File: src/hw/rtl/tssf_pkg.sv
// ----------------------------------------------------------------------------
// tssf_pkg
// Shared constants and types for the tensor slice stream filter.
// ----------------------------------------------------------------------------
package tssf_pkg;

    localparam int MAX_RANK   = 4;
    localparam int DIM_BITS   = 12;
    localparam int VALUE_BITS = 32;
    localparam int OFS_BITS   = DIM_BITS + 1;

    localparam int RANK_BITS      = 3;
    localparam int DIM_SIZES_BITS = 48;
    localparam int MASK_BITS      = 4;
    localparam int OFFSETS_BITS   = 52;
    localparam int CFG_INDEX_BITS = 3;
    localparam int CFG_DATA_BITS  = OFFSETS_BITS;

    localparam int TDATA_BITS = ((VALUE_BITS + 7) / 8) * 8;

    localparam int FIFO_DEPTH     = 2;
    localparam int FIFO_PTR_BITS  = $clog2(FIFO_DEPTH);
    localparam int FIFO_COUNT_BITS = $clog2(FIFO_DEPTH + 1);

    localparam logic [RANK_BITS-1:0]      RANK_RESET      = 3'd4;
    localparam logic [DIM_SIZES_BITS-1:0] DIM_SIZES_RESET = 48'd68736258049;

    typedef enum logic [CFG_INDEX_BITS-1:0] {
        REG_RANK        = 3'd0,
        REG_DIM_SIZES   = 3'd1,
        REG_SLICED_MASK = 3'd2,
        REG_START       = 3'd3,
        REG_END         = 3'd4
    } cfg_reg_t;

    typedef logic [DIM_BITS-1:0] dim_t;

    typedef struct packed {
        logic [MAX_RANK-1:0] used;
        dim_t [MAX_RANK-1:0] size;
        dim_t [MAX_RANK-1:0] lo;
        dim_t [MAX_RANK-1:0] hi;
    } axis_cfg_t;

    typedef struct packed {
        logic [VALUE_BITS-1:0] value;
        logic                  last;
    } result_t;

endpackage

File: src/hw/rtl/tensor_slice_stream_filter.sv
// A kept word is written into the output queue and leaves from its head.
// Throughput: one word per cycle while the output queue has room; the
// two-entry output queue sets how long the input keeps flowing while the
// output is stalled. Reset: asynchronous, active low; the configuration
// registers return to their defaults and the coordinate counter to all zero.
// ----------------------------------------------------------------------------
// tensor_slice_stream_filter
// Streams a row-major tensor and passes on the words inside the slice window.
// ----------------------------------------------------------------------------
module tensor_slice_stream_filter (
    input  logic                                clk,
    input  logic                                rst_n,
    input  logic                                cfg_valid,
    output logic                                cfg_ready,
    input  logic [tssf_pkg::CFG_INDEX_BITS-1:0] cfg_index,
    input  logic [tssf_pkg::CFG_DATA_BITS-1:0]  cfg_data,
    input  logic                                s_tvalid,
    output logic                                s_tready,
    input  logic [tssf_pkg::TDATA_BITS-1:0]     s_tdata,   // element_value
    output logic                                m_tvalid,
    input  logic                                m_tready,
    output logic [tssf_pkg::TDATA_BITS-1:0]     m_tdata,   // out_value
    output logic                                m_tlast    // slice_last
);
    import tssf_pkg::*;

    axis_cfg_t axis_cfg;
    logic      queue_full;
    logic      push;
    result_t   push_data;

    tssf_cfg u_cfg (
        .clk       (clk),
        .rst_n     (rst_n),
        .cfg_valid (cfg_valid),
        .cfg_ready (cfg_ready),
        .cfg_index (cfg_index),
        .cfg_data  (cfg_data),
        .axis_cfg  (axis_cfg)
    );

    tssf_front u_front (
        .clk        (clk),
        .rst_n      (rst_n),
        .axis_cfg   (axis_cfg),
        .s_tvalid   (s_tvalid),
        .s_tready   (s_tready),
        .s_tdata    (s_tdata),
        .queue_full (queue_full),
        .push       (push),
        .push_data  (push_data)
    );

    tssf_queue u_queue (
        .clk       (clk),
        .rst_n     (rst_n),
        .push      (push),
        .push_data (push_data),
        .full      (queue_full),
        .m_tvalid  (m_tvalid),
        .m_tready  (m_tready),
        .m_tdata   (m_tdata),
        .m_tlast   (m_tlast)
    );

`ifndef SYNTHESIS
    // The input may only stall while output words are waiting.
    assert property (@(posedge clk) disable iff (!rst_n) !s_tready |-> m_tvalid)
        else $error("input stalled with an empty output queue");

    // A word leaving the queue always frees room for the next input word.
    assert property (@(posedge clk) disable iff (!rst_n)
        (m_tvalid && m_tready) |=> s_tready)
        else $error("queue still full after an output word was taken");

    // A word is never written into a full queue.
    assert property (@(posedge clk) disable iff (!rst_n)
        push |-> (s_tvalid && !queue_full))
        else $error("word pushed into a full queue");
`endif

endmodule

File: src/hw/rtl/tssf_cfg.sv
// ----------------------------------------------------------------------------
// tssf_cfg
// Configuration registers and the per-axis slice windows derived from them.
// ----------------------------------------------------------------------------
module tssf_cfg (
    input  logic                                clk,
    input  logic                                rst_n,
    input  logic                                cfg_valid,
    output logic                                cfg_ready,
    input  logic [tssf_pkg::CFG_INDEX_BITS-1:0] cfg_index,
    input  logic [tssf_pkg::CFG_DATA_BITS-1:0]  cfg_data,
    output tssf_pkg::axis_cfg_t                 axis_cfg
);
    import tssf_pkg::*;

    localparam int SIZE_EXT = MAX_RANK * DIM_BITS;
    localparam int OFS_EXT  = MAX_RANK * OFS_BITS;

    logic [RANK_BITS-1:0]      rank_reg;
    logic [DIM_SIZES_BITS-1:0] dim_sizes_reg;
    logic [MASK_BITS-1:0]      mask_reg;
    logic [OFFSETS_BITS-1:0]   start_reg;
    logic [OFFSETS_BITS-1:0]   end_reg;

    logic [SIZE_EXT-1:0] sizes_ext;
    logic [OFS_EXT-1:0]  starts_ext;
    logic [OFS_EXT-1:0]  ends_ext;
    logic [MAX_RANK-1:0] mask_ext;
    logic [RANK_BITS-1:0] rank_used;

    logic signed [OFS_BITS:0] n_s   [MAX_RANK];
    logic signed [OFS_BITS:0] s_raw [MAX_RANK];
    logic signed [OFS_BITS:0] e_raw [MAX_RANK];
    logic signed [OFS_BITS:0] s_adj [MAX_RANK];
    logic signed [OFS_BITS:0] e_adj [MAX_RANK];

    assign cfg_ready = 1'b1;

    always_ff @(posedge clk or negedge rst_n)
    begin
        if (!rst_n)
        begin
            rank_reg      <= RANK_RESET;
            dim_sizes_reg <= DIM_SIZES_RESET;
            mask_reg      <= '0;
            start_reg     <= '0;
            end_reg       <= '0;
        end
        else if (cfg_valid)
        begin
            unique case (cfg_reg_t'(cfg_index))
                REG_RANK:        rank_reg      <= cfg_data[RANK_BITS-1:0];
                REG_DIM_SIZES:   dim_sizes_reg <= cfg_data[DIM_SIZES_BITS-1:0];
                REG_SLICED_MASK: mask_reg      <= cfg_data[MASK_BITS-1:0];
                REG_START:       start_reg     <= cfg_data[OFFSETS_BITS-1:0];
                REG_END:         end_reg       <= cfg_data[OFFSETS_BITS-1:0];
                default:         ;
            endcase
        end
    end

    assign sizes_ext  = SIZE_EXT'(dim_sizes_reg);
    assign starts_ext = OFS_EXT'(start_reg);
    assign ends_ext   = OFS_EXT'(end_reg);
    assign mask_ext   = MAX_RANK'(mask_reg);

    always_comb
    begin
        if (rank_reg == '0)
            rank_used = RANK_BITS'(1);
        else if (int'(rank_reg) > MAX_RANK)
            rank_used = RANK_BITS'(MAX_RANK);
        else
            rank_used = rank_reg;
    end

    always_comb
    begin
        for (int i = 0; i < MAX_RANK; i++)
        begin
            axis_cfg.used[i] = int'(rank_used) > i;
            axis_cfg.size[i] = (sizes_ext[i*DIM_BITS +: DIM_BITS] == '0) ?
                               DIM_BITS'(1) : sizes_ext[i*DIM_BITS +: DIM_BITS];
            n_s[i]   = $signed({2'b00, axis_cfg.size[i]});
            s_raw[i] = $signed({starts_ext[i*OFS_BITS + OFS_BITS - 1],
                                starts_ext[i*OFS_BITS +: OFS_BITS]});
            e_raw[i] = $signed({ends_ext[i*OFS_BITS + OFS_BITS - 1],
                                ends_ext[i*OFS_BITS +: OFS_BITS]});
            s_adj[i] = (s_raw[i] < 0) ? s_raw[i] + n_s[i] : s_raw[i];
            e_adj[i] = (e_raw[i] < 0) ? e_raw[i] + n_s[i] : e_raw[i];

            if (!mask_ext[i])
            begin
                axis_cfg.lo[i] = '0;
                axis_cfg.hi[i] = axis_cfg.size[i];
            end
            else
            begin
                axis_cfg.lo[i] = (s_adj[i] < 0) ? '0 : s_adj[i][DIM_BITS-1:0];
                if (e_adj[i] < 0)
                    axis_cfg.hi[i] = '0;
                else if (e_adj[i] > n_s[i])
                    axis_cfg.hi[i] = axis_cfg.size[i];
                else
                    axis_cfg.hi[i] = e_adj[i][DIM_BITS-1:0];
            end
        end
    end

endmodule

File: src/hw/rtl/tssf_front.sv
// ----------------------------------------------------------------------------
// tssf_front
// Accepts input words, tracks the element coordinate and classifies each
// word as kept or dropped and as the last word of the slice.
// ----------------------------------------------------------------------------
module tssf_front (
    input  logic                                clk,
    input  logic                                rst_n,
    input  tssf_pkg::axis_cfg_t                 axis_cfg,
    input  logic                                s_tvalid,
    output logic                                s_tready,
    input  logic [tssf_pkg::TDATA_BITS-1:0]     s_tdata,
    input  logic                                queue_full,
    output logic                                push,
    output tssf_pkg::result_t                   push_data
);
    import tssf_pkg::*;

    dim_t coordinate_reg  [MAX_RANK];
    dim_t coordinate_next [MAX_RANK];

    logic accept;
    logic keep;
    logic last;
    logic carry;
    logic wrap;

    assign s_tready = !queue_full;
    assign accept   = s_tvalid && s_tready;
    assign push     = accept && keep;

    assign push_data.value = s_tdata[VALUE_BITS-1:0];
    assign push_data.last  = last;

    always_comb
    begin
        keep  = 1'b1;
        last  = 1'b1;
        carry = 1'b1;
        wrap  = 1'b0;
        for (int i = MAX_RANK - 1; i >= 0; i--)
        begin
            coordinate_next[i] = coordinate_reg[i];
            if (axis_cfg.used[i])
            begin
                if ((coordinate_reg[i] < axis_cfg.lo[i]) ||
                    (coordinate_reg[i] >= axis_cfg.hi[i]))
                    keep = 1'b0;
                if ((DIM_BITS + 1)'(coordinate_reg[i]) !=
                    (DIM_BITS + 1)'(axis_cfg.hi[i]) - 1'b1)
                    last = 1'b0;
                wrap = ((DIM_BITS + 1)'(coordinate_reg[i]) + 1'b1) >=
                       (DIM_BITS + 1)'(axis_cfg.size[i]);
                if (carry)
                begin
                    coordinate_next[i] = wrap ? '0 : coordinate_reg[i] + 1'b1;
                end
                carry = carry && wrap;
            end
        end
    end

    always_ff @(posedge clk or negedge rst_n)
    begin
        if (!rst_n)
        begin
            for (int i = 0; i < MAX_RANK; i++)
                coordinate_reg[i] <= '0;
        end
        else if (accept)
        begin
            for (int i = 0; i < MAX_RANK; i++)
                coordinate_reg[i] <= coordinate_next[i];
        end
    end

endmodule

File: src/hw/rtl/tssf_queue.sv
// ----------------------------------------------------------------------------
// tssf_queue
// Short queue of kept words that drives the output stream.
// ----------------------------------------------------------------------------
module tssf_queue (
    input  logic                                clk,
    input  logic                                rst_n,
    input  logic                                push,
    input  tssf_pkg::result_t                   push_data,
    output logic                                full,
    output logic                                m_tvalid,
    input  logic                                m_tready,
    output logic [tssf_pkg::TDATA_BITS-1:0]     m_tdata,
    output logic                                m_tlast
);
    import tssf_pkg::*;

    result_t                    entry_reg [FIFO_DEPTH];
    logic [FIFO_PTR_BITS-1:0]   wr_ptr_reg;
    logic [FIFO_PTR_BITS-1:0]   rd_ptr_reg;
    logic [FIFO_COUNT_BITS-1:0] count_reg;
    logic [FIFO_COUNT_BITS-1:0] count_next;
    logic                       pop;

    assign full     = count_reg == FIFO_COUNT_BITS'(FIFO_DEPTH);
    assign m_tvalid = count_reg != '0;
    assign pop      = m_tvalid && m_tready;
    assign m_tdata  = TDATA_BITS'(entry_reg[rd_ptr_reg].value);
    assign m_tlast  = entry_reg[rd_ptr_reg].last;

    always_comb
    begin
        count_next = count_reg;
        if (push && !pop)
            count_next = count_reg + 1'b1;
        else if (pop && !push)
            count_next = count_reg - 1'b1;
    end

    always_ff @(posedge clk or negedge rst_n)
    begin
        if (!rst_n)
        begin
            wr_ptr_reg <= '0;
            rd_ptr_reg <= '0;
            count_reg  <= '0;
        end
        else
        begin
            count_reg <= count_next;
            if (push)
                wr_ptr_reg <= wr_ptr_reg + 1'b1;
            if (pop)
                rd_ptr_reg <= rd_ptr_reg + 1'b1;
        end
    end

    always_ff @(posedge clk)
    begin
        if (push)
            entry_reg[wr_ptr_reg] <= push_data;
    end

endmodule
File: config.mk
export PLATFORM = sky130hd
export DESIGN_NAME = tensor_slice_stream_filter
export DESIGN_NICKNAME = d
export VERILOG_FILES = /design/src/hw/rtl/tssf_pkg.sv /design/src/hw/rtl/tensor_slice_stream_filter.sv /design/src/hw/rtl/tssf_cfg.sv /design/src/hw/rtl/tssf_front.sv /design/src/hw/rtl/tssf_queue.sv
export SDC_FILE = /design/constraint.sdc
export NUM_CORES = 1
export LEC_CHECK = 0
export ABC_AREA = 1
export BUFFER_PORTS_ARGS = -buffer_cell sky130_fd_sc_hd__buf_2
export CAP_MARGIN = 10
export CELL_PAD_IN_SITES_DETAIL_PLACEMENT = 2
export CELL_PAD_IN_SITES_GLOBAL_PLACEMENT = 2
export CORE_MARGIN = 5
export CORE_UTILIZATION = 39
export CTS_CLUSTER_SIZE = 24
export DETAILED_ROUTE_END_ITERATION = 12
export PLACE_DENSITY_LB_ADDON = 0.1
export RECOVER_POWER = 25
export SYNTH_ARGS = -nofsm -noshare
export SYNTH_HDL_FRONTEND = slang
export SYNTH_SLANG_ARGS = --single-unit
File: constraint.sdc
create_clock -name clk -period 20.2 [get_ports clk]
set_input_delay 1.01 -clock clk [delete_from_list [all_inputs] [get_ports clk]]
set_output_delay 1.01 -clock clk [all_outputs]
set_load 0.01 [all_outputs]
## Word level (Yosys, flattened, before mapping)

Memories as Yosys holds them, arrays and structs flattened.
Index checks and enable logic that the tools add are counted.

- $add $sub $neg: 24
- $mul: 0
- Divide/modulo/power cells: 0
- $lt $le $gt $ge: 37
- Equality and inequality tests: 9
- Shift-type cells: 0
- Mux-type cells: 61
- Bitwise gates (word level): 0
- Reduce and logical (&&, ||, !) cells: 31

Operators by type and width:

| cell | count |
|---|---|
| two-way mux 12 bit | 28 |
| adder 13 x 13 -> 14 bit | 8 |
| less-than comparator 14 x 1 -> 1 bit, second input constant | 8 |
| two-way mux 14 bit | 8 |
| less-than comparator 13 x 1 -> 1 bit, second input constant | 8 |
| greater-than comparator 14 x 13 -> 1 bit | 4 |
| adder 12 x 1 -> 13 bit, second input constant | 4 |
| >= comparator 13 x 12 -> 1 bit | 4 |
| != test 12 x 13 -> 1 bit | 4 |
| subtractor 12 x 1 -> 13 bit, second input constant | 4 |
| adder 12 x 1 -> 12 bit, second input constant | 4 |
| >= comparator 12 bit | 4 |
| zero test 12 bit | 4 |
| less-than comparator 12 bit | 4 |
| two-way mux 1 bit | 21 |
| AND reduction 2 bit | 6 |
| AND reduction 3 bit | 3 |
| logical AND 1 bit | 7 |
| equality test 3 x 2 -> 1 bit, second input constant | 2 |
| greater-than comparator 3 x 1 -> 1 bit, second input constant | 2 |
| greater-than comparator 3 x 2 -> 1 bit, second input constant | 2 |
| zero test 3 bit | 2 |
| two-way mux 3 bit | 2 |
| logical OR 1 bit | 4 |
| 10 further kinds | 15 |

- Flip-flop bits (word level): 211
- Bits in latches: 0
- Bits in writable memories: 66
- Bits in read-only memories: 0
- Output and inout bits: 36
- Logic and storage cells: 175
- Memories: 1

Memories:

| memory | words | width | rd ports | clocked after Yosys merged registers in | write ports | RTL line | source |
|---|---|---|---|---|---|---|---|
| u_queue.entry_reg | 2 | 33 | 1 | 0 | 1 | tssf_queue.sv:18 | `result_t entry_reg [FIFO_DEPTH];` |

## Depth between registers and ports, before layout

Gate-level depths: netlist of run 1.

- Depth after elaboration: 23
- Mapped depth: 50

## By module

A second synthesis of run 1 with hierarchy kept.

- Cells, all modules: 3811
- Area total of the unflattened synthesis: 25972.4 um^2

By module, submodules not included:

| module | times used | cells an instance | area each (um^2) |
|---|---|---|---|
| tssf_cfg | 1 | 2224 | 14612.8 |
| tssf_front | 1 | 1387 | 8652.0 |
| tssf_queue | 1 | 200 | 2707.6 |

## Worst setup path after synthesis of run 1

No wires, ideal clock.

- Kind: flip-flop to flip-flop
- Start: reg u_cfg.dim_sizes_reg[37]
- End: mem u_queue.entry_reg[1][0] in the netlist's numbering (enable)
- Setup time: 0.423 ns
- Arrival: 6.314 ns
- Required time: 19.777 ns
- Path slack: 13.463 ns
- Stages on the path, launching flop included: 43
- Buffers on the path: 0
- Clock period less this slack: 6.737 ns
- Cell sequence: dfrtp_1 > inv_1 > nand2_1 > nor4_1 > a31oi_1 > inv_1 > ha_1 > inv_1 > fa_1 > inv_1 > nand3_1 > nand3_2 > nand2_1 > nand3_1 > nand2_1 > a21boi_0 > inv_1 > ha_1 > [... 7 more ...] > nand2_8 > nand2_2 > nand2_2 > inv_1 > ha_1 > inv_1 > nand2_1 > a21oi_1 > o21bai_1 > a21oi_1 > o31a_1 > o21ai_0 > a21o_1 > a21oi_1 > a21oi_1 > nor3_1 > nand3_1 > nor2_1

- Word-level cells in the longest chain between the ends: 21
- Elaborated cells on any way between the ends: 28
- Classes of those cells: add/sub: 2; order compare: 5; mux: 18; reduce/logical: 3

Ends and longest elaborated chain:

| element | RTL line | source |
|---|---|---|
| start: declaration | tssf_cfg.sv:20 | `logic [DIM_SIZES_BITS-1:0] dim_sizes_reg;` |
| start signal: assignment | tssf_cfg.sv:53 | `REG_DIM_SIZES: dim_sizes_reg <= cfg_data[DIM_SIZES_BITS-1:0];` |
| zero test 12 bit | tssf_cfg.sv:82 | `axis_cfg.size[i] = (sizes_ext[i*DIM_BITS +: DIM_BITS] == '0) ?` |
| two-way mux 12 bit (*) | tssf_cfg.sv:82 |  |
| adder 13 x 13 -> 14 bit | tssf_cfg.sv:90 | `e_adj[i] = (e_raw[i] < 0) ? e_raw[i] + n_s[i] : e_raw[i];` |
| two-way mux 14 bit | tssf_cfg.sv:90 |  |
| greater-than comparator 14 x 13 -> 1 bit | tssf_cfg.sv:102 | `else if (e_adj[i] > n_s[i])` |
| two-way mux 12 bit | tssf_cfg.sv:102 |  |
| two-way mux 12 bit | tssf_cfg.sv:100 | `if (e_adj[i] < 0)` |
| two-way mux 12 bit | tssf_cfg.sv:92 | `if (!mask_ext[i])` |
| [... 5 more ...] | n/a |  |
| two-way mux 1 bit (*) | tssf_front.sv:44 | `if (axis_cfg.used[i])` |
| two-way mux 1 bit | tssf_front.sv:46 | `if ((coordinate_reg[i] < axis_cfg.lo[i]) \|\|` |
| two-way mux 1 bit (*) | tssf_front.sv:44 |  |
| two-way mux 1 bit | tssf_front.sv:46 |  |
| two-way mux 1 bit (*) | tssf_front.sv:44 |  |
| logical AND 1 bit (*) | tssf_front.sv:30 | `assign push = accept && keep;` |
| two-way mux 1 bit (*) | tssf_queue.sv:60 | `if (push)` |
| two-way mux 1 bit (not written as such) (*) | tssf_queue.sv:61 | `entry_reg[wr_ptr_reg] <= push_data;` |
| end: declaration | tssf_queue.sv:18 |  |

Every way passes the cells marked *; elsewhere a longest branch is shown, timed or not.

## Worst setup path after layout of run 1

- Start: reg u_cfg.dim_sizes_reg[4]
- End: mem u_queue.entry_reg[1][14] in the netlist's numbering (enable)

- Word-level cells in the longest chain between the ends: 15
- Elaborated cells on any way between the ends: 22
- Classes of those cells: add/sub: 2; order compare: 5; mux: 12; reduce/logical: 3

Ends and longest elaborated chain:

| element | RTL line | source |
|---|---|---|
| zero test 12 bit | tssf_cfg.sv:82 |  |
| two-way mux 12 bit (*) | tssf_cfg.sv:82 |  |
| adder 13 x 13 -> 14 bit | tssf_cfg.sv:90 |  |
| two-way mux 14 bit | tssf_cfg.sv:90 |  |
| greater-than comparator 14 x 13 -> 1 bit | tssf_cfg.sv:102 |  |
| two-way mux 12 bit | tssf_cfg.sv:102 |  |
| two-way mux 12 bit | tssf_cfg.sv:100 |  |
| two-way mux 12 bit | tssf_cfg.sv:92 |  |
| >= comparator 12 bit | tssf_front.sv:47 | `(coordinate_reg[i] >= axis_cfg.hi[i]))` |
| logical OR 1 bit (*) | tssf_front.sv:46 |  |
| two-way mux 1 bit (*) | tssf_front.sv:46 |  |
| two-way mux 1 bit (*) | tssf_front.sv:44 |  |
| logical AND 1 bit (*) | tssf_front.sv:30 |  |
| two-way mux 1 bit (*) | tssf_queue.sv:60 |  |
| two-way mux 1 bit (not written as such) (*) | tssf_queue.sv:61 |  |

Marks and branches as above.

==> impl_results.md, run 1 <==
- Share of the synthesized area in the top cell type: 0.209
- Register area share after synthesis: 0.294
- Syn Area/Cell: 6.92 sq um
- Worst Clk Skew: 29.5 ps
- Hold_buf cts: 0
- Global placement routability congestion: 0.880
- Worst-margin pin slew: between 5000 and 6000 ps
- Most common cell on crit path: nand2_1
- Chip height: around 260 um
- Cell Area, Synth: around 25000 sq um
- Post-layout min period: 7920 ps
- GRT Overall Usage: 0.274
- Pwr Total: around 0.0035 W
- Worst-path clk slew: 60 ps
- Hold path startpoint: u_cfg.end_reg[18]
- IO buf count: 126
- Clk pwr share: 0.199
- Fin. max-slew vios: 87
- Initial antenna violation count: 2
- FF+latch count, synth: 277
- Primary FF master, synth: dfrtp_1
- Net Sw Frac: 0.500
- Async set or reset register ratio after synthesis: 0.762
- Worst EP arrival: 8150 ps
- Layout Nets: between 4000 and 5000
- RSZ-0062 raised after global routing: false
- CP max stage cell: dfrtp_1
- Crit-path max cell delay: 490 ps
- First-pass GRT wire length: 150000 um
- CTS HTree Levels: 2
- Worst Reg-to-Reg Cells: 43
- PwrDens: approximately 130 nW/um^2
- Synth area leader: dfrtp_1
- Syn Inst Count: between 3000 and 4000
- Synth Warn #: 0
- Worst Setup Path Type: reg2reg
- Post-CTS Setup Repair Bufs: 0
- Synth top cells by count: nand2_1, inv_1, ha_1
- Die ar.: 68500 sq um
- Startpoint Class: flop
- FF+latch area: 7270 sq um
- HP Class: reg2reg
- Final hold viol count: 0
- Setup slack, reg-to-reg: 12280 ps
- GRT overflow: 0
- Sw Pwr: 0.00173 W
- Final period util: 0.392
- Post-DR vias/cell: between 5 and 6
- Max FFs per register: 66
- Max VDD drop: 0.0590 mV
- CTS buffer count: 37
- Largest net degree at the start of global routing: around 110
- Max-Slew Margin vs Limit: -2.56
- Proportion of layout cells with a drive suffix above 1: 0.0819
- Leakage: 14.4 nW
- Drt wl/cell: 21.1 um
- FF-to-FF Start: u_cfg.dim_sizes_reg[4]
- Max-cap viol count: 1
- Number of core rows: slightly above 90
- Drt pass-1 iters: 5
- Worst endpoint required time: 20420 ps
- CTS sink cnt: 277
- Worst-Skew Late Latency: 590 ps
- Synth Net Count: 3964
- Cell depth of the worst setup path: 43
- Area of the multi-input gates: between 15000 and 20000 sq um
- Initial Util: 0.393
- Endpoints failing setup: 0
- Area delta synth->final: 10.4%
- Root buf cell: clkbuf_16
- Reg power frac: 0.248
- Post-route DRC: 0
- Post-CTS sizing: 0
- Delay-heaviest family, CP: simple AND/OR/NAND/NOR gates
- DRT iter0 DRCs: 1060
- Final WL: 95100 um
- Worst R2R End: u_queue.entry_reg[1][14]
- CP endpoint kind: flop
- Hold-critical path depth: 2
- Core Area: about 63000 sq um
- Die width: about 260 um
- Vias post-DR: 24500
- Int Pwr: 0.00173 W
- Hold Path End: u_cfg.end_reg[18]
- Cell with the most instances after synthesis: nand2_1
- Top post-synthesis cells by area: dfrtp_1, nand2_1, ha_1
- Final ANT Viol Nets: 0
- WP buf/inv: 5
- CTS tree: yes
- Status: complete, but fails checks
- DP HPWL: ~74000 um
- Vias in the first global route: 27700
- Worst hold margin: 529 ps
- Fillers: 7663
- EDFF count, synth: 66
- Comb pwr share: 0.553
- Peak Freq: 126 MHz
- Post-synthesis cell type count: 60
- Failing checks: max-capacitance violations, max-slew violations
- Worst Path Max Fanout: 33
- Bufs on Longest Clock Path: 3
- Top Ports: roughly 130
- Setup TNS: 0 ps
## layer usage
metal,track usage,share of wire,up-vias
met5,0,0,-
met4,0.0692,0.025,0
met3,0.0248,0.021,136
met2,0.514,0.52,259
met1,0.337,0.43,12400
li1,-,-,11700
## layout make-up
cell class | count | area share
diodes | 2 | 0.000183
clock buffers | 46 | 0.0367
clock inverters | 21 | 0.00867
inverters | 493 | 0.0678
multi-input cells | 2685 | 0.556
flip-flops and latches | 277 | 0.266
well taps | 846 | 0.0388
repair buffers | 139 | 0.0256
## cells in the final DEF, fill, tap and decap left out, types with 42 or more instances in the layout
cell	synthesis	final
nand2_1	1110	1109
nand3_1	258	256
a21oi_1	145	145
ha_1	293	293
nor2_1	205	204
inv_1	474	474
o211ai_1	42	42
buf_2	2	102
o21ai_0	274	274
dfrtp_1	206	206
edfxtp_1	66	66
xor2_1	57	57
## kinds of logic (layout without fill, tap and decap cells)
family | after synthesis | count (layout) | synth area share
compound gates | 556 | 556 | 0.127
xor+xnor | 80 | 80 | 0.0306
fa+ha+maj | 301 | 301 | 0.155
buf+inv | 609 | 699 | 0.0938
flops | 277 | 277 | 0.294
mux | 1 | 1 | 0.000405
other cells | 1 | 3 | 0.000152
simple gates | 1746 | 1746 | 0.299
## worst reg2reg max path: cells and delay by family (launching register included)
kind | cells | cell delay (ps)
buf+inv | 5 | 990
compound gates | 9 | 1410
xor+xnor | 1 | 210
simple gates | 24 | 3120
fa+ha+maj | 4 | 1320
flops | 1 | 490
## worst max-delay path by stage
stage / startpoint / endpoint / slack (ps)
2_1_floorplan: u_cfg.dim_sizes_reg[37] / u_queue.entry_reg[1][0] / 13460
3_3_place_gp: u_cfg.dim_sizes_reg[33] / u_queue.entry_reg[1][20] / 12860
3_5_place_dp: u_cfg.dim_sizes_reg[4] / u_queue.entry_reg[0][20] / 12450
4_1_cts: u_cfg.dim_sizes_reg[37] / u_queue.entry_reg[1][6] / 12290
5_1_grt: u_cfg.dim_sizes_reg[7] / u_queue.entry_reg[1][14] / 11740
6_report: u_cfg.dim_sizes_reg[4] / u_queue.entry_reg[1][14] / 12280
## through the flow
stage,utilization,std cells,area [sq um],setup WS (ps)
5_1_grt,0.433,4508,27300,11740
4_1_cts,0.434,4506,27300,12290
3_3_place_gp,0.414,4439,26100,12860
6_report,0.433,4509,27300,12280
2_1_floorplan,-,3571,24700,13460
3_5_place_dp,0.414,4439,26100,12450
## power by group through the flow
stage          registers, W  clock network [W]  logic [W]
6_report           0.000858           0.000689    0.00191
5_1_grt            0.000871           0.000727    0.00217
4_1_cts            0.000856           0.000705    0.00193
3_5_place_dp       0.000863                  0    0.00190
3_3_place_gp       0.000852                  0    0.00175
2_1_floorplan      0.000765                  0    0.00137
Power figures use the tool's default switching activity.
==> inputs of run 2 (changes only) <==
--- a/config.mk
+++ b/config.mk
@@ -5,13 +5,13 @@
 export SDC_FILE = /design/constraint.sdc
 export NUM_CORES = 1
 export LEC_CHECK = 0
-export ABC_AREA = 1
+export ABC_AREA = 0
 export BUFFER_PORTS_ARGS = -buffer_cell sky130_fd_sc_hd__buf_2
 export CAP_MARGIN = 10
 export CELL_PAD_IN_SITES_DETAIL_PLACEMENT = 2
 export CELL_PAD_IN_SITES_GLOBAL_PLACEMENT = 2
 export CORE_MARGIN = 5
-export CORE_UTILIZATION = 39
+export CORE_UTILIZATION = 40
 export CTS_CLUSTER_SIZE = 24
 export DETAILED_ROUTE_END_ITERATION = 12
 export PLACE_DENSITY_LB_ADDON = 0.1
==> constraint.sdc (replaced) <==
create_clock -name clk -period 7.95 [get_ports clk]
set_input_delay 0.3975 -clock clk [delete_from_list [all_inputs] [get_ports clk]]
set_output_delay 0.3975 -clock clk [all_outputs]
set_load 0.01 [all_outputs]
==> impl_results.md, run 2 <==
- Worst R2R End: u_queue.entry_reg[1][3]
- Max-cap viol count: 3
- Core Area: just under 60000 sq um
- Global placement routability congestion: 0.887
- Initial antenna violation count: 1
- Post-layout min period: 7740 ps
- Largest net degree at the start of global routing: 79
- Final hold viol count: 0
- Main combinational cell family by area after synthesis: compound AO/OA/AOI/OAI gates
- Worst Reg-to-Reg Cells: 32
- Hold Path End: u_queue.entry_reg[1][9]
- Worst Setup Path Type: reg2reg
- Max-Slew Margin vs Limit: -2.19
- Fillers: between 6000 and 7000
- Hold-critical path depth: 1
- Area share of fa/ha/maj cells after synthesis: 0.164
- Vias in the first global route: 22300
- Max FFs per register: between 60 and 70
- Peak Freq: 129 MHz
- Die ar.: 63300 sq um
- EDFF count, synth: between 60 and 70
- PwrDens: 341 nW/um^2
- Register area share after synthesis: 0.311
- CP endpoint kind: flop
- Fin. max-slew vios: 187
- Worst EP arrival: between 8000 and 9000 ps
- Post-synthesis cell type count: 100
- Post-route DRC: 0
- Syn Inst Count: 2498
- Vias post-DR: 20100
- HP Class: in2reg
- CTS tree: yes
- Share of the synthesized area in the top cell type: 0.221
- Leakage: 12.1 nW
- Drt pass-1 iters: 5
- Worst-Skew Late Latency: 580 ps
- Crit-path max cell delay: about 470 ps
- Post-DR vias/cell: 5.84
- Syn Area/Cell: about 9.3 sq um
- Area delta synth->final: 15.4%
- Worst Path Max Fanout: 16
- Setup slack, reg-to-reg: 210 ps
- Final setup margin: about 210 ps
- Status: complete, but fails checks
- Hold path startpoint: s_tdata[8]
- Mux cell area share after synthesis: 0.105
- Synth area leader: dfrtp_1
- XOR/XNOR share of the synthesized area: 0.0593
- Synth Warn #: 0
- Commonest non-fill, non-tap cell in the layout: ha_1
- Synth Net Count: ~2900
- Chip height: 252 um
- GRT Overall Usage: 0.254
- Initial Util: 0.404
- Commonest non-fill, non-tap cells in the layout: ha_1, nand2_1, dfrtp_1
- Final WL: 83700 um
- Worst Clk Skew: around 26 ps
- Bufs on Longest Clock Path: 3
- Top Ports: 128
- Worst-margin pin slew: ~4800 ps
- Die width: ~250 um
- DRT iter0 DRCs: 763
- Post-place setup slack: -88.2 ps
- Drt wl/cell: 24.3 um
- Most common cell on crit path: a21o_1
- Synth top cells by count: ha_1, nand2_1, dfrtp_1
- GRT overflow: 0
- CP max stage cell: dfrtp_1
- Layout Nets: 3046
- FF+latch count, synth: 277
- Primary FF master, synth: dfrtp_1
- Failing checks: max-capacitance violations, max-slew violations
- DP HPWL: around 63000 um
- Worst endpoint required time: around 8200 ps
- Startpoint Class: flop
- Root buf cell: clkbuf_16
- Final period util: 0.974
- Number of core rows: between 80 and 90
- Max VDD drop: 0.197 mV
- CTS HTree Levels: 2
- Cell Area, Synth: 23400 sq um
- Worst-path clk slew: 70 ps
- Setup TNS: 0 ps
- Async set or reset register ratio after synthesis: 0.762
- FF-to-FF Start: u_cfg.dim_sizes_reg[7]
- CTS sink cnt: 277
- Endpoints failing setup: 0
- Cell with the most instances after synthesis: ha_1
- IO buf count: 126
- Top post-synthesis cells by area: dfrtp_1, ha_1, mux2_2
- Final ANT Viol Nets: 0
- Complex-gate fraction of the synthesized area: 0.182
- First-pass GRT wire length: 129000 um
- Post-synthesis simple-gate area fraction: 0.137
- Proportion of layout cells with a drive suffix above 1: 0.196
- CTS buffer count: 37
run 2: cell count changes in the layout (fill, tap and decap cells not counted), moves of 83 or more:
cell,previous run,this run
nor2_1,204,116
inv_1,474,142
mux2_2,0,197
o21ai_0,274,191
nand3_1,256,63
nand2_1,1109,210
run 2: per-stage QoR:
| step | instance area (sq um) | std cells | util | power (W) | hold WS [ps] |
|---|---|---|---|---|---|
| 6_report | 26900 | 3448 | 0.466 | 0.00919 | 61.3 |
| 5_1_grt | 26900 | 3447 | 0.466 | 0.00985 | 27.1 |
| 4_1_cts | 26600 | 3426 | 0.459 | 0.00908 | 0.877 |
| 3_5_place_dp | 25000 | 3339 | 0.433 | 0.00714 | 444 |
| 3_3_place_gp | 25000 | 3339 | 0.433 | 0.00682 | 429 |
| 2_1_floorplan | 23400 | 2498 | - | 0.00554 | 102 |
run 2: layout make-up:
class                   instances  area, sq um  area share
inverters                     143          537      0.0199
clock inverters                22          302      0.0112
clock buffers                  46         1000      0.0371
well taps                     765          957      0.0355
flip-flops and latches        277         7270       0.270
multi-input cells            1966        15400       0.571
diodes                          1         2.50   0.0000929
repair buffers                228         1490      0.0554
run 2: worst max path at each step:
stage / startpoint / to / slack, ps
floorplan: u_cfg.dim_sizes_reg[25] / u_queue.entry_reg[0][0] / 290
global placement: u_cfg.dim_sizes_reg[31] / u_queue.entry_reg[1][18] / 210
detailed placement: u_cfg.dim_sizes_reg[26] / u_queue.entry_reg[1][19] / -90
CTS: u_cfg.dim_sizes_reg[26] / u_queue.entry_reg[1][5] / 6
global route: u_cfg.dim_sizes_reg[42] / u_queue.count_reg[1] / -90
finish: u_cfg.dim_sizes_reg[7] / u_queue.entry_reg[1][3] / 210
run 2: per-layer routing:
| metal | global-route usage | up-vias | routed length, um |
|---|---|---|---|
| li1 | - | 9437 | - |
| met1 | 0.330 | 10300 | 37700 |
| met2 | 0.454 | 298 | 41400 |
| met3 | 0.0270 | 119 | 2350 |
| met4 | 0.0661 | 0 | 2270 |
| met5 | 0 | - | 0 |
run 2: critical path, delay by kind of cell, from the launching register on:
kind / cells / cell delay (ps)
AOI/OAI and AO/OA: 19 / 4290
buffers and inverters: 2 / 330
DFF: 1 / 470
muxes: 1 / 300
adders and majority gates: 4 / 1320
and+or+nand+nor: 5 / 580
xor gates and xnor gates: 1 / 120
run 2: logic make-up (layout without fill, tap and decap cells):
group                      Yosys count  count (layout)
other                                1               2
and+or+nand+nor                    638             638
adders and majority gates          301             301
AOI/OAI and AO/OA                  647             647
DFF                                277             277
buffers and inverters              255             439
xor gates and xnor gates           158             158
muxes                              221             221
run 2: timing repair:
| item | in CTS | in global routing |
|---|---|---|
| cloned | 0 | 4 |
| buffers inserted | 1 | 16 |
| hold buffers | 18 | 1 |
| gates resized for setup | 5 | 45 |
| pin swaps | 0 | 14 |
| endpoints found under the setup margin | 67 | 71 |
| hold endpoints to repair | 105 | 2 |
run 2: power by group:
part | switching, W | internal, W
Combinational | 0.00298 | 0.00228
Sequential | 0.000375 | 0.00172
Clock | 0.000731 | 0.00110
==> inputs of run 3 (changes only) <==
--- a/config.mk
+++ b/config.mk
@@ -10,10 +10,11 @@
 export CAP_MARGIN = 10
 export CELL_PAD_IN_SITES_DETAIL_PLACEMENT = 2
 export CELL_PAD_IN_SITES_GLOBAL_PLACEMENT = 2
-export CORE_MARGIN = 5
+export CORE_MARGIN = 10
 export CORE_UTILIZATION = 40
 export CTS_CLUSTER_SIZE = 24
 export DETAILED_ROUTE_END_ITERATION = 12
+export MAX_ROUTING_LAYER = met4
 export PLACE_DENSITY_LB_ADDON = 0.1
 export RECOVER_POWER = 25
 export SYNTH_ARGS = -nofsm -noshare
==> constraint.sdc (replaced) <==
create_clock -name clk -period 7.95 [get_ports clk]
set_input_delay 0.795 -clock clk [delete_from_list [all_inputs] [get_ports clk]]
set_output_delay 0.795 -clock clk [all_outputs]
set_load 0.01 [all_outputs]
==> impl_results.md, run 3 (synthesis results as in run 2) <==
- Endpoints failing setup: 0
- Worst Path Max Fanout: 16
- Final hold viol count: 0
- Max FFs per register: 66
- DRT iter0 DRCs: 976
- Post-route insts no fill: 3433
- Worst endpoint required time: between 8000 and 9000 ps
- Delay-heaviest family, CP: compound AO/OA/AOI/OAI gates
- Bufs on Longest Clock Path: 3
- Global placement routability congestion: 0.892
- Top Ports: 128
- Final period util: 0.952
- DP HPWL: 64500 um
- Max-cap viol count: 1
- Area delta synth->final: 15.0%
- Die width: 262 um
- Startpoint Class: flop
- Layout Nets: 3028
- Peak Freq: 132 MHz
- Final ANT Viol Nets: 0
- CTS HTree Levels: 2
- Post-DR vias/cell: 5.83
- Final setup margin: 383 ps
- IO buf count: 126
- Commonest non-fill, non-tap cell in the layout: ha_1
- WP buf/inv: 4
- Failing checks: max-capacitance violations, max-slew violations
- Cell depth of the worst setup path: 34
- Post-layout min period: about 7600 ps
- Setup slack, reg-to-reg: between 300 and 400 ps
- GRT overflow: 0
- Initial Util: 0.404
- Worst Reg-to-Reg Cells: 34
- Chip height: around 260 um
- Die ar.: ~70000 sq um
- Initial antenna violation count: 3
- Post-place setup slack: -103 ps
- FF-to-FF Start: u_cfg.dim_sizes_reg[21]
- Vias in the first global route: 22600
- Proportion of layout cells with a drive suffix above 1: 0.208
- Hold path startpoint: s_tdata[20]
- Max-Slew Margin vs Limit: -2.54
- Worst EP arrival: 7840 ps
- Hold_buf cts: 0
- CP max stage cell: or4_4
- Max VDD drop: 0.169 mV
- Crit-path max cell delay: roughly 510 ps
- Worst Clk Skew: 17.7 ps
- Leakage: 12.0 nW
- Commonest non-fill, non-tap cells in the layout: ha_1, nand2_1, dfrtp_1
- Core Area: 57800 sq um
- Root buf cell: clkbuf_16
- CP endpoint kind: flop
- Worst Setup Path Type: reg2reg
- CTS buffer count: 37
- Drt wl/cell: roughly 24 um
- Fin. max-slew vios: 90
- FF+latch area: between 7000 and 8000 sq um
- Start point of the critical path: u_cfg.dim_sizes_reg[21]
- PwrDens: 342 nW/um^2
- Area of the multi-input gates: 15500 sq um
- Hold-critical path depth: 1
- GRT Overall Usage: 0.251
- Placed cells: 3340
- Status: complete, but fails checks
- Hold Path End: u_queue.entry_reg[1][21]
- First-pass GRT wire length: 132000 um
- Worst R2R End: u_queue.entry_reg[1][14]
- CTS sink cnt: 277
- Drt pass-1 iters: 5
- Largest net degree at the start of global routing: 90
- Number of core rows: between 80 and 90
- Final WL: 84000 um
- HP Class: in2reg
- Post-route DRC: 0
- CTS tree: yes
- Worst-margin pin slew: 5310 ps
- Fillers: about 6300
- Worst-path clk slew: around 60 ps
- Worst-Skew Late Latency: 570 ps
- Vias post-DR: 20000
run 3: changes by cell type in the layout (fill, tap and decap cells not counted), sizes merged:
cell	previous run	this run
dlygate4sd3	19	0
buf	173	181
clkbuf	82	78
inv	148	144
clkinv	8	11
diode	1	4
bufinv	6	4
bufbuf	0	1
clkinvlp	3	2
run 3: layout make-up:
class / instances / share of cell area
Multi-Input combinational cell: 1966 / 0.578
Sequential cell: 277 / 0.271
Timing Repair Buffer: 210 / 0.0475
Clock buffer: 50 / 0.0405
Tap cell: 765 / 0.0357
Inverter: 143 / 0.0200
Clock inverter: 18 / 0.00732
Antenna cell: 4 / 0.000373
run 3: metal layers:
layer	up-vias	share of wire	GRT usage	wire length (um)
met5	-	0	-	0
met4	0	0.021	0.0560	1790
met3	95	0.031	0.0312	2640
met2	296	0.50	0.430	42000
met1	10200	0.45	0.310	37600
li1	9392	-	-	-
run 3: worst max-delay path by stage:
stage,end,slack (ps)
final,u_queue.entry_reg[1][14],380
after global routing,u_queue.count_reg[1],-90
after CTS,u_queue.entry_reg[1][32],1
after detailed placement,u_queue.entry_reg[1][21],-100
after global placement,u_queue.entry_reg[1][21],230
after floorplan,u_queue.entry_reg[0][0],290
run 3: what timing repair did:
action                                  4_1_cts  5_1_grt
hold endpoints to repair                      0        0
cloned                                        1        0
setup buffers                                 3       17
resized for setup                            18       61
pin swaps                                     2       27
endpoints found under the setup margin       68       69
run 3: where the power goes:
part           switching (W)  total (W)  internal, W  leakage [nW]
registers           0.000386    0.00210      0.00172          3.19
clock network       0.000692    0.00178      0.00109         0.635
logic                0.00301    0.00531      0.00230          8.17
run 3: metrics by stage:
step | setup TNS [ps] | instance area (sq um) | util | total power, W | hold slack, ps
after floorplan | 0 | 23400 | - | 0.00554 | 456
after global placement | 0 | 25000 | 0.433 | 0.00683 | 468
after detailed placement | -6500 | 25000 | 0.433 | 0.00716 | 487
after CTS | 0 | 26500 | 0.458 | 0.00907 | 240
after global routing | -1180 | 26800 | 0.464 | 0.00993 | 414
final | 0 | 26800 | 0.464 | 0.00919 | 429
